<file path="src/rtl/core/rlbs_pkg.sv">
// Shared types, constants and register codes of the RGB LED blink sequencer.
// No dependencies; all core files but rlbs_ram refer to it by scoped names.
`timescale 1ns / 1ps
`default_nettype none

package rlbs_pkg;

  localparam int NUM_LEDS    = 4;
  localparam int PATTERN_LEN = 12;
  localparam int NUM_COLOURS = 3;
  localparam int NUM_PERIODS = 4;
  localparam int LED_AW      = (NUM_LEDS > 1) ? $clog2(NUM_LEDS) : 1;
  localparam int CFG_IDX_W   = 3;
  localparam int CFG_DATA_W  = 16;
  localparam int CNT_W       = 32;

  localparam logic [15:0] PERIOD_RST = 16'd100;
  localparam logic [PATTERN_LEN-1:0] TOP_BIT = {1'b1, {(PATTERN_LEN-1){1'b0}}};

  localparam logic [1:0] MODE_TICK   = 2'd0;
  localparam logic [1:0] MODE_WR_ONE = 2'd1;
  localparam logic [1:0] MODE_WR_ALL = 2'd2;

  localparam logic [1:0] COL_RED   = 2'd0;
  localparam logic [1:0] COL_GREEN = 2'd1;
  localparam logic [1:0] COL_BLUE  = 2'd2;

  localparam logic [CFG_IDX_W-1:0] REG_PERIOD0 = 3'd0;
  localparam logic [CFG_IDX_W-1:0] REG_PERIOD1 = 3'd1;
  localparam logic [CFG_IDX_W-1:0] REG_PERIOD2 = 3'd2;
  localparam logic [CFG_IDX_W-1:0] REG_PERIOD3 = 3'd3;
  localparam logic [CFG_IDX_W-1:0] REG_ACT_LOW = 3'd4;

  typedef struct packed {
    logic [1:0]  mode;
    logic [1:0]  led_index;
    logic [1:0]  colour_index;
    logic [15:0] pattern_first;
    logic [15:0] pattern_green;
    logic [15:0] pattern_blue;
  } in_item_t;

  typedef struct packed {
    logic [3:0] led_select;
    logic       red_level;
    logic       green_level;
    logic       blue_level;
  } out_item_t;

  typedef struct packed {
    logic [NUM_PERIODS-1:0][15:0] period;
    logic [3:0]                   act_low;
  } cfg_t;

  typedef struct packed {
    logic [CNT_W-1:0]       next_step_time;
    logic [PATTERN_LEN-1:0] step_bit;
  } led_state_t;

  typedef logic [NUM_COLOURS-1:0][PATTERN_LEN-1:0] pat_lanes_t;

endpackage

`default_nettype wire

</file>
<file path="src/rtl/core/rgb_led_blink_sequencer_core.sv">
// Top level of the RGB LED blink sequencer: tick counter, LED state and pattern
// memories, step pipeline and output register. Uses rlbs_pkg, rlbs_ram,
// rlbs_cfg_regs and rlbs_step_unit.
//
//   channel | ports                        | beat
//   --------+------------------------------+----------------------------------
//   input   | in_valid, in_stall, in_data  | mode, led, colour, three patterns
//   output  | out_valid, out_stall, out_data| led select and three levels
//   config  | cfg_we, cfg_idx, cfg_wdata   | one register write per cycle
//
// One beat per cycle while in_stall is low; a tick beat reads the memories into
// the update stage, whose state update is then registered in the output register.
// Pattern writes give no result and complete in the cycle they are accepted.
// LED state write-back is forwarded to a following read of the same LED.
// Reset is synchronous; the memories need no clearing, per-entry valid bits
// make unwritten entries read as zero. A stalled output holds one more tick
// in the update stage before in_stall rises.
`timescale 1ns / 1ps
`default_nettype none

module rgb_led_blink_sequencer_core (
  input  wire logic                            clk,
  input  wire logic                            rst_n,
  input  wire logic                            in_valid,
  output logic                                 in_stall,
  input  wire rlbs_pkg::in_item_t              in_data,
  output logic                                 out_valid,
  input  wire logic                            out_stall,
  output rlbs_pkg::out_item_t                  out_data,
  input  wire logic                            cfg_we,
  input  wire logic [rlbs_pkg::CFG_IDX_W-1:0]  cfg_idx,
  input  wire logic [rlbs_pkg::CFG_DATA_W-1:0] cfg_wdata
);

  localparam int AW = rlbs_pkg::LED_AW;
  localparam int NC = rlbs_pkg::NUM_COLOURS;
  localparam int PL = rlbs_pkg::PATTERN_LEN;
  localparam int SW = $bits(rlbs_pkg::led_state_t);

  rlbs_pkg::cfg_t cfg;

  logic                          accept;
  logic                          tick_acc;
  logic                          led_ok;
  logic                          s1_move;

  logic [rlbs_pkg::CNT_W-1:0]    tick_count_r;
  logic [rlbs_pkg::CNT_W-1:0]    tick_count_nxt;
  logic [AW-1:0]                 led_ptr_r;
  logic [AW-1:0]                 led_ptr_nxt;

  logic                          s1_valid_r;
  logic [rlbs_pkg::CNT_W-1:0]    s1_tick_r;
  logic [AW-1:0]                 s1_led_r;
  logic                          s1_fwd_hit_r;
  rlbs_pkg::led_state_t          s1_fwd_data_r;
  logic                          s1_st_vld_r;
  logic [NC-1:0]                 s1_pat_vld_r;

  logic [rlbs_pkg::NUM_LEDS-1:0]         st_vld_r;
  logic [rlbs_pkg::NUM_LEDS-1:0][NC-1:0] pat_vld_r;

  logic                          st_we;
  rlbs_pkg::led_state_t          st_rd;
  rlbs_pkg::led_state_t          st_cur;
  rlbs_pkg::led_state_t          st_new;
  logic [0:0][SW-1:0]            st_rd_raw;
  logic [0:0][SW-1:0]            st_wr_raw;

  logic [NC-1:0]                 pat_we;
  rlbs_pkg::pat_lanes_t          pat_wr;
  rlbs_pkg::pat_lanes_t          pat_rd;
  rlbs_pkg::pat_lanes_t          pat_cur;
  logic [2:0][15:0]              pat_in;

  logic [NC-1:0]                 levels;
  logic                          out_valid_r;
  rlbs_pkg::out_item_t           out_data_r;

  rlbs_cfg_regs u_cfg (
    .clk       (clk),
    .rst_n     (rst_n),
    .cfg_we    (cfg_we),
    .cfg_idx   (cfg_idx),
    .cfg_wdata (cfg_wdata),
    .cfg       (cfg)
  );

  assign s1_move  = !out_valid_r || !out_stall;
  assign in_stall = s1_valid_r && !s1_move;
  assign accept   = in_valid && !in_stall;
  assign tick_acc = accept && (in_data.mode == rlbs_pkg::MODE_TICK);
  assign led_ok   = int'(in_data.led_index) < rlbs_pkg::NUM_LEDS;

  assign tick_count_nxt = tick_count_r + 1'b1;
  assign led_ptr_nxt    = (int'(led_ptr_r) == rlbs_pkg::NUM_LEDS - 1) ? '0 : led_ptr_r + 1'b1;

  // pattern writes: invert for active-low LEDs, keep the low PATTERN_LEN bits
  assign pat_in[0] = in_data.pattern_first;
  assign pat_in[1] = in_data.pattern_green;
  assign pat_in[2] = in_data.pattern_blue;

  always_comb begin
    for (int c = 0; c < NC; c++) begin
      pat_wr[c] = in_data.pattern_first[PL-1:0];
      if (in_data.mode == rlbs_pkg::MODE_WR_ALL) begin
        pat_wr[c] = pat_in[c][PL-1:0];
      end
      if (cfg.act_low[in_data.led_index]) begin
        pat_wr[c] = ~pat_wr[c];
      end
    end
    pat_we = '0;
    if (accept && led_ok) begin
      case (in_data.mode)
        rlbs_pkg::MODE_WR_ONE: begin
          case (in_data.colour_index)
            rlbs_pkg::COL_RED:   pat_we[0] = 1'b1;
            rlbs_pkg::COL_GREEN: pat_we[1] = 1'b1;
            rlbs_pkg::COL_BLUE:  pat_we[2] = 1'b1;
            default:             pat_we    = '0;
          endcase
        end
        rlbs_pkg::MODE_WR_ALL: pat_we = '1;
        default:               pat_we = '0;
      endcase
    end
  end

  rlbs_ram #(
    .ADDR_W (AW),
    .LANE_W (PL),
    .LANES  (NC)
  ) u_pat_ram (
    .clk     (clk),
    .wr_en   (pat_we),
    .wr_addr (in_data.led_index[AW-1:0]),
    .wr_data (pat_wr),
    .rd_en   (tick_acc),
    .rd_addr (led_ptr_nxt),
    .rd_data (pat_rd)
  );

  assign st_we        = s1_valid_r && s1_move;
  assign st_wr_raw[0] = st_new;
  assign st_rd        = st_rd_raw[0];

  rlbs_ram #(
    .ADDR_W (AW),
    .LANE_W (SW),
    .LANES  (1)
  ) u_state_ram (
    .clk     (clk),
    .wr_en   (st_we),
    .wr_addr (s1_led_r),
    .wr_data (st_wr_raw),
    .rd_en   (tick_acc),
    .rd_addr (led_ptr_nxt),
    .rd_data (st_rd_raw)
  );

  always_comb begin
    if (s1_fwd_hit_r) begin
      st_cur = s1_fwd_data_r;
    end else if (s1_st_vld_r) begin
      st_cur = st_rd;
    end else begin
      st_cur = '0;
    end
    for (int c = 0; c < NC; c++) begin
      pat_cur[c] = s1_pat_vld_r[c] ? pat_rd[c] : '0;
    end
  end

  rlbs_step_unit u_step (
    .tick      (s1_tick_r),
    .cur_state (st_cur),
    .period    (cfg.period[s1_led_r]),
    .patterns  (pat_cur),
    .new_state (st_new),
    .levels    (levels)
  );

  always_ff @(posedge clk) begin
    if (!rst_n) begin
      tick_count_r <= '0;
      led_ptr_r    <= '0;
      s1_valid_r   <= 1'b0;
      out_valid_r  <= 1'b0;
      st_vld_r     <= '0;
      pat_vld_r    <= '0;
    end else begin
      if (tick_acc) begin
        tick_count_r <= tick_count_nxt;
        led_ptr_r    <= led_ptr_nxt;
      end
      if (s1_move || !s1_valid_r) begin
        s1_valid_r <= tick_acc;
      end
      if (s1_move) begin
        out_valid_r <= s1_valid_r;
      end
      if (st_we) begin
        st_vld_r[s1_led_r] <= 1'b1;
      end
      for (int c = 0; c < NC; c++) begin
        if (pat_we[c]) begin
          pat_vld_r[in_data.led_index[AW-1:0]][c] <= 1'b1;
        end
      end
    end
  end

  always_ff @(posedge clk) begin
    if (tick_acc) begin
      s1_tick_r     <= tick_count_nxt;
      s1_led_r      <= led_ptr_nxt;
      s1_fwd_hit_r  <= st_we && (s1_led_r == led_ptr_nxt);
      s1_fwd_data_r <= st_new;
      s1_st_vld_r   <= st_vld_r[led_ptr_nxt];
      s1_pat_vld_r  <= pat_vld_r[led_ptr_nxt];
    end
    if (st_we) begin
      out_data_r.led_select  <= 4'(4'd1 << s1_led_r);
      out_data_r.red_level   <= levels[0];
      out_data_r.green_level <= levels[1];
      out_data_r.blue_level  <= levels[2];
    end
  end

  assign out_valid = out_valid_r;
  assign out_data  = out_data_r;

`ifndef NO_ASSERTIONS
  a_tick_enters_s1: assert property (@(posedge clk) disable iff (!rst_n)
    tick_acc |=> s1_valid_r)
    else $error("accepted tick did not enter the update stage");

  a_write_skips_s1: assert property (@(posedge clk) disable iff (!rst_n)
    (accept && (in_data.mode != rlbs_pkg::MODE_TICK) && !s1_valid_r) |=> !s1_valid_r)
    else $error("pattern write entered the update stage");

  a_select_onehot: assert property (@(posedge clk) disable iff (!rst_n)
    out_valid_r |-> $onehot(out_data_r.led_select))
    else $error("led select is not one-hot");

  a_ptr_range: assert property (@(posedge clk) disable iff (!rst_n)
    int'(led_ptr_r) < rlbs_pkg::NUM_LEDS)
    else $error("led pointer out of range");
`endif

endmodule

`default_nettype wire

</file>
<file path="src/rtl/core/rlbs_ram.sv">
// Generic single-write, single-read synchronous RAM with per-lane write enables.
// Read data is registered; no package dependency.
`timescale 1ns / 1ps
`default_nettype none

module rlbs_ram #(
  parameter int ADDR_W = 2,
  parameter int LANE_W = 8,
  parameter int LANES  = 1
) (
  input  wire logic                          clk,
  input  wire logic [LANES-1:0]              wr_en,
  input  wire logic [ADDR_W-1:0]             wr_addr,
  input  wire logic [LANES-1:0][LANE_W-1:0]  wr_data,
  input  wire logic                          rd_en,
  input  wire logic [ADDR_W-1:0]             rd_addr,
  output logic      [LANES-1:0][LANE_W-1:0]  rd_data
);

  localparam int DEPTH = 2 ** ADDR_W;

  logic [LANES-1:0][LANE_W-1:0] mem_r [DEPTH];
  logic [LANES-1:0][LANE_W-1:0] rd_data_r;

  always_ff @(posedge clk) begin
    for (int i = 0; i < LANES; i++) begin
      if (wr_en[i]) begin
        mem_r[wr_addr][i] <= wr_data[i];
      end
    end
    if (rd_en) begin
      rd_data_r <= mem_r[rd_addr];
    end
  end

  assign rd_data = rd_data_r;

endmodule

`default_nettype wire

</file>
<file path="src/rtl/core/rlbs_cfg_regs.sv">
// Configuration registers: step periods per LED and the active-low mask.
// Depends on rlbs_pkg for register codes and the cfg_t bundle.
`timescale 1ns / 1ps
`default_nettype none

module rlbs_cfg_regs (
  input  wire logic                            clk,
  input  wire logic                            rst_n,
  input  wire logic                            cfg_we,
  input  wire logic [rlbs_pkg::CFG_IDX_W-1:0]  cfg_idx,
  input  wire logic [rlbs_pkg::CFG_DATA_W-1:0] cfg_wdata,
  output rlbs_pkg::cfg_t                       cfg
);

  rlbs_pkg::cfg_t cfg_r;
  rlbs_pkg::cfg_t cfg_nxt;

  always_comb begin
    cfg_nxt = cfg_r;
    if (cfg_we) begin
      unique case (cfg_idx) inside
        rlbs_pkg::REG_PERIOD0, rlbs_pkg::REG_PERIOD1,
        rlbs_pkg::REG_PERIOD2, rlbs_pkg::REG_PERIOD3: begin
          cfg_nxt.period[cfg_idx[1:0]] = cfg_wdata[15:0];
        end
        rlbs_pkg::REG_ACT_LOW: begin
          cfg_nxt.act_low = cfg_wdata[3:0];
        end
        default: begin
        end
      endcase
    end
  end

  always_ff @(posedge clk) begin
    if (!rst_n) begin
      for (int i = 0; i < rlbs_pkg::NUM_PERIODS; i++) begin
        cfg_r.period[i] <= rlbs_pkg::PERIOD_RST;
      end
      cfg_r.act_low <= '0;
    end else begin
      cfg_r <= cfg_nxt;
    end
  end

  assign cfg = cfg_r;

endmodule

`default_nettype wire

</file>
<file path="src/rtl/core/rlbs_step_unit.sv">
// Step update of one LED: compare counter to step time, rotate the step bit,
// advance the step time and pick the colour levels. Depends on rlbs_pkg.
`timescale 1ns / 1ps
`default_nettype none

module rlbs_step_unit (
  input  wire logic [rlbs_pkg::CNT_W-1:0] tick,
  input  wire rlbs_pkg::led_state_t       cur_state,
  input  wire logic [15:0]                period,
  input  wire rlbs_pkg::pat_lanes_t       patterns,
  output rlbs_pkg::led_state_t            new_state,
  output logic [rlbs_pkg::NUM_COLOURS-1:0] levels
);

  logic [rlbs_pkg::PATTERN_LEN-1:0] shifted;
  logic                             due;

  always_comb begin
    due      = tick > cur_state.next_step_time;
    shifted  = cur_state.step_bit >> 1;
    new_state = cur_state;
    if (due) begin
      new_state.next_step_time = cur_state.next_step_time + rlbs_pkg::CNT_W'(period);
      new_state.step_bit       = (shifted == '0) ? rlbs_pkg::TOP_BIT : shifted;
    end
    for (int c = 0; c < rlbs_pkg::NUM_COLOURS; c++) begin
      levels[c] = |(patterns[c] & new_state.step_bit);
    end
  end

endmodule

`default_nettype wire
</file>
<file path="config.mk">
export PLATFORM = sky130hd
export DESIGN_NAME = rgb_led_blink_sequencer_core
export DESIGN_NICKNAME = d
export VERILOG_FILES = /design/src/rtl/core/rlbs_pkg.sv /design/src/rtl/core/rgb_led_blink_sequencer_core.sv /design/src/rtl/core/rlbs_ram.sv /design/src/rtl/core/rlbs_cfg_regs.sv /design/src/rtl/core/rlbs_step_unit.sv
export SDC_FILE = /design/constraint.sdc
export NUM_CORES = 1
export LEC_CHECK = 0
export BUFFER_PORTS_ARGS = -buffer_cell sky130_fd_sc_hd__buf_2
export CORE_AREA = 2 2 223 225
export DETAILED_ROUTE_END_ITERATION = 8
export DIE_AREA = 0 0 225 227
export HOLD_SLACK_MARGIN = 0.15
export PLACE_DENSITY_LB_ADDON = 0.05
export SLEW_MARGIN = 20
export SYNTH_ARGS = -nofsm -noshare
export SYNTH_HDL_FRONTEND = slang
export SYNTH_HIERARCHICAL = 1
export SYNTH_SLANG_ARGS = --single-unit
</file>
<file path="constraint.sdc">
create_clock -name clk -period 15.7 [get_ports clk]
set_clock_uncertainty 0.05 [all_clocks]
set_input_delay 2.355 -clock clk [delete_from_list [all_inputs] [get_ports clk]]
set_output_delay 2.355 -clock clk [all_outputs]
set_load 0.01 [all_outputs]
</file>
# Word level (Yosys, flattened, before mapping)
# Memory sizes are Yosys's and may differ from the RTL's. A register that Yosys moved wholly into a read port is not among the register bits.
# Index checks and enable logic that the tools add are counted.
# classes
add_sub_neg,3
n_bitwise,10
n_div,0
shifts,1
n_eq_ne,10
muxes,50
n_reduce_logical,25
n_mul,0
n_lt_le_gt_ge,8
# ops
cell,n
2-to-1 mux 12 bit,14
2-to-1 mux 44 bit,3
bitwise mux 64 bit,1
bitwise AND 12 bit,3
NOT 12 bit,3
bitwise OR 12 bit,3
OR reduction 12 bit,3
"adder 32 x 1 -> 32 bit, second input constant",1
adder 32 x 16 -> 32 bit,1
binary-select mux 16 bit (select 2 bit),1
demux 16 bit (select 2 bit),1
greater-than comparator 32 bit,1
2-to-1 mux 16 bit,2
demux 3 bit (select 2 bit),3
2-to-1 mux 1 bit,15
logical NOT 12 bit,1
"< comparator 2 x 3 -> 1 bit, second input constant",4
2-to-1 mux 3 bit,3
logical AND 1 bit,8
binary-select mux 3 bit (select 2 bit),1
"equality test 2 x 1 -> 1 bit, second input constant",3
"equality test 3 x 2 -> 1 bit, second input constant",2
"greater-or-equal comparator 2 x 1 -> 1 bit, second input constant",3
one-hot mux 3 bit (2 select lines),1
16 further kinds,26
# totals
input_bits,78
word_cells,134
latchBits,0
output_inout_bits,9
regBits,210
romBits,0
mem_bits_rw,320
memories,2
# mem_list
memory,depth,word_bits,read_ports,rd_clocked_by_memory_dff,write_ports,line_no,rtl
u_state_ram.mem_r,4,44,1,1,1,rlbs_ram.sv:22,logic [LANES-1:0][LANE_W-1:0] mem_r [DEPTH];
u_pat_ram.mem_r,4,36,1,1,1,rlbs_ram.sv:22,

# Depth between registers and ports, before layout
# logic_depth
depth_word,14
ltp_mapped,17
ltp_nobuf,14

# By module
# Netlist, hierarchy kept.
# by_module_without_submodules
module,seq_area_each_um2,cells_each,n_inst,area_each_um2
rlbs_ram at u_state_ram,6606.3,278,1,7759.9
rgb_led_blink_sequencer_core,3743.6,637,1,7243.2
rlbs_ram at u_pat_ram,5405.2,238,1,6431.2
rlbs_cfg_regs,1361.3,244,1,2555.0
rlbs_step_unit,0.0,340,1,2452.4

# Worst setup path before layout
# No wires, ideal clock.
# synth_timing
path_type,input -> register
start,input out_stall
end,memory u_state_ram/mem_r[0][0] (netlist name) (enable)
stages,2
setup_ns,0.510
required_time_ns,15.140
arrival_time_ns,6.379
setup_slack_ns,8.761
n_path_buf,0
cell_sequence,a21boi_1 nor3b_1
# synth_between
elab_chain_len,5
# synth_lines
item,line_no,rtl
from (decl),rgb_led_blink_sequencer_core.sv:28,"input wire logic out_stall,"
logical NOT 1 bit,rgb_led_blink_sequencer_core.sv:89,assign s1_move = !out_valid_r || !out_stall;
logical OR 1 bit,rgb_led_blink_sequencer_core.sv:89,
logical AND 1 bit,rgb_led_blink_sequencer_core.sv:144,assign st_we = s1_valid_r && s1_move;
2-to-1 mux 1 bit,rlbs_ram.sv:27,if (wr_en[i]) begin
2-to-1 mux 1 bit (not written as such),rlbs_ram.sv:28,mem_r[wr_addr][i] <= wr_data[i];
to (decl),rlbs_ram.sv:22,
# No other way between the ends.

# Worst setup path in the final report
# layout_timing
start,input out_stall
end,output in_stall
# layout_between
elab_chain_len,4
# layout_lines
item,line_no,rtl
logical NOT 1 bit,rgb_led_blink_sequencer_core.sv:89,
logical OR 1 bit,rgb_led_blink_sequencer_core.sv:89,
logical NOT 1 bit,rgb_led_blink_sequencer_core.sv:90,assign in_stall = s1_valid_r && !s1_move;
logical AND 1 bit,rgb_led_blink_sequencer_core.sv:90,
to (decl),rgb_led_blink_sequencer_core.sv:25,"output logic in_stall,"
# No other way between the ends.

==> results_dict.tcl <==
set metrics [dict create \
    diodes 0 \
    rows 81 \
    reg2reg_from "s1_st_vld_r" \
    dieArea_mm2 0.0511 \
    grt_usage 0.220 \
    leakage_nw 10.5 \
    required_ns 13.30 \
    io_pins 87 \
    tightestPinTransition_ns 1.13 \
    synth_nets 1869 \
    crit_path_max_fanout 10 \
    yosysWarnings 6 \
    place_congestion 0.815 \
    hold_buffers 0 \
    status "completed" \
    core_mm2 0.0485 \
    cap_viol_max_count 0 \
    seqCellArea_mm2 0.0171 \
    synth_edf_count 490 \
    routed_via_density 5.85 \
    cts_htree_levels 3 \
    fin_crit_ns 5.48 \
    slew_headroom 0.244 \
    drc 0 \
    hold_violations 0 \
    cp.arrival_ns 3.08 \
    place_hpwl_mm 33.7 \
    drt-pass1-iter-count 5 \
    hold_class "register to register" \
    synth_top_flop_cell "edfxtp_1" \
    p_sw_mw 0.743 \
    overflow 0 \
    critPathSlowestCell "buf_4" \
    crit_start "out_stall" \
    grt_max_degree 102 \
    drive_above_1_share 0.174 \
    die_width_um 225 \
    routed_wl_mm 54.4 \
    multi_input_area_mm2 0.00867 \
    cts_sinks 610 \
    p_int_mw 2.75 \
    cts_buffers 66 \
    period_share 0.349 \
    switching_share 0.213 \
    startpoint_type "input pin" \
    antenna_found_initial 0 \
    cts_resized 0 \
    io_buffers 74 \
    num-nets-final 1947 \
    areaGrowthSynthToFinish_pct 11.4 \
    pwr-share-seq 0.511 \
    drtAntennaViolNets 0 \
    comb_power_share 0.052 \
    wire_per_inst_um 21.8 \
    cts_tree "built" \
    die_h_um 227 \
    fmax_mhz 182 \
    max-vdd-ir-drop_mv 0.101 \
    slowest_delay_ns 0.19 \
    fill_cells 3680 \
    final_common_cell "edfxtp_1" \
    finalSetupViolCount 0 \
    ys_types 64 \
    worst-path-buf-inv 4 \
    worstSetupPathType "input pin to primary output" \
    synth.cell_area_mm2 0.0264 \
    worst_setup_path_end_kind "primary output" \
    slew_viol_final 0 \
    crit_chain "buf_2 -> nand3_1 -> buf_4 -> inv_1 -> buf_2" \
    syn-instance-count 1737 \
    clk_latency_ns 0.61 \
    cts_root_buf "clkbuf_16" \
    grt_pass1_vias 14800 \
    ys_ff_latch 610 \
    clk_path_buf_depth 3 \
    critPathTopFamily "buffers and inverters" \
    post_cts_buffers 0 \
    drtIter0Drc 902 \
    start_util 0.545 \
    grt_first_pass_wirelength_mm 84.4 \
    syn_area_per_cell_um2 15.2 \
    setup_slack_ns 10.22 \
    rsz0062_at_grt "no" \
    vias 14600 \
    synth-seq-area-share 0.647 \
    cpMostUsedCell "buf_2" \
    post-place-ws_ns 10.22 \
    hp-start "u_cfg/cfg[20]" \
    clkPwrFrac 0.437 \
    layout_common_cells "edfxtp_1, nand2_1, dfxtp_1, mux4_2, mux2i_1" \
    synthArstFlopShare 0 \
    clk_pin_slew_ns 0.05 \
    power_density_mw_per_mm2 119 \
    final.setup.tns_ns 0 \
]
## routing by layer
metal | vias up | track usage | routed length (um)
met2 | 276 | 0.379 | 27500
met4 | 0 | 0.0818 | 1730
met1 | 7315 | 0.281 | 23200
met3 | 108 | 0.0398 | 1950
li1 | 6861 | - | -
met5 | - | 0 | 0
## synthesized netlist by cell type (all sizes together), types with 14 or more instances
master	number	area, um^2
edfxtp	490	14700
nand2	136	510
dfxtp	120	2400
mux4	101	2310
mux2i	77	771
a21oi	74	370
xnor2	59	517
ha	53	663
clkbuf	47	179
nor2	47	176
a22o	45	394
inv	45	169
xor2	45	394
buf	41	359
and2	40	250
o21ai	38	190
nor2b	36	225
nand3	22	115
nand4	22	144
mux2	21	236
nor3	16	80.1
nor4	16	113
or4	14	105
## power by group through the flow
stage | registers, mW | clock network (mW) | logic [mW]
after floorplan | 1.82 | 0 | 0.130
after global placement | 1.82 | 0 | 0.178
after detailed placement | 1.82 | 0 | 0.183
after CTS | 1.79 | 1.56 | 0.184
after global routing | 1.79 | 1.63 | 0.199
final | 1.79 | 1.53 | 0.181
## state kept, by name, indices dropped and copies added (netlist names), 32 cells and up
register             count
s1_fwd_data_r           44
u_pat_ram/rd_data       36
u_state_ram/rd_data     44
s1_tick_r               32
tick_count_r            32
u_state_ram/mem_r      176
u_pat_ram/mem_r        144
u_cfg/cfg               68
## kinds of logic (layout without fill, tap and decap cells)
group,count (synthesis),count (layout),synth area share
xor+xnor,104,104,0.0344
simple gates,406,406,0.0813
flops,610,610,0.647
buf+inv,133,265,0.0267
fa+ha+maj,54,54,0.0258
mux,199,199,0.126
compound gates,231,231,0.0588
## tightest hold or removal path, delay by kind of cell, from the launching register on
family | cells | cell delay (ns)
multiplexers | 1 | 0.05
flip-flops | 1 | 0.30
AND/OR/NAND/NOR | 1 | 0.05
## per-stage QoR
stage	power (mW)	cells	instance area, um^2	util	hold slack, ns
floorplan	1.95	1737	26400	-	0.381
global placement	2.00	2369	27300	0.562	0.389
detailed placement	2.00	2369	27300	0.562	0.398
CTS	3.53	2491	29400	0.607	0.406
global route	3.61	2491	29400	0.607	0.423
finish	3.50	2491	29400	0.607	0.405
## final timing paths
path                                           to  slack [ns]  depth (start not counted)
worst max-delay path                     in_stall       10.22                          5
worst min-delay path                u_cfg/cfg[20]        0.40                          2
worst max register to register  s1_fwd_data_r[42]       10.27                         14
worst min register to register      u_cfg/cfg[20]        0.40                          2
## layout make-up
type,count,area share
flip-flops and latches,610,0.581
clock inverters,36,0.0115
inverters,45,0.00591
well taps,622,0.0264
clock buffers,86,0.0618
multi-input cells,994,0.294
repair buffers,98,0.0188
(Power assumes the default switching activity.)
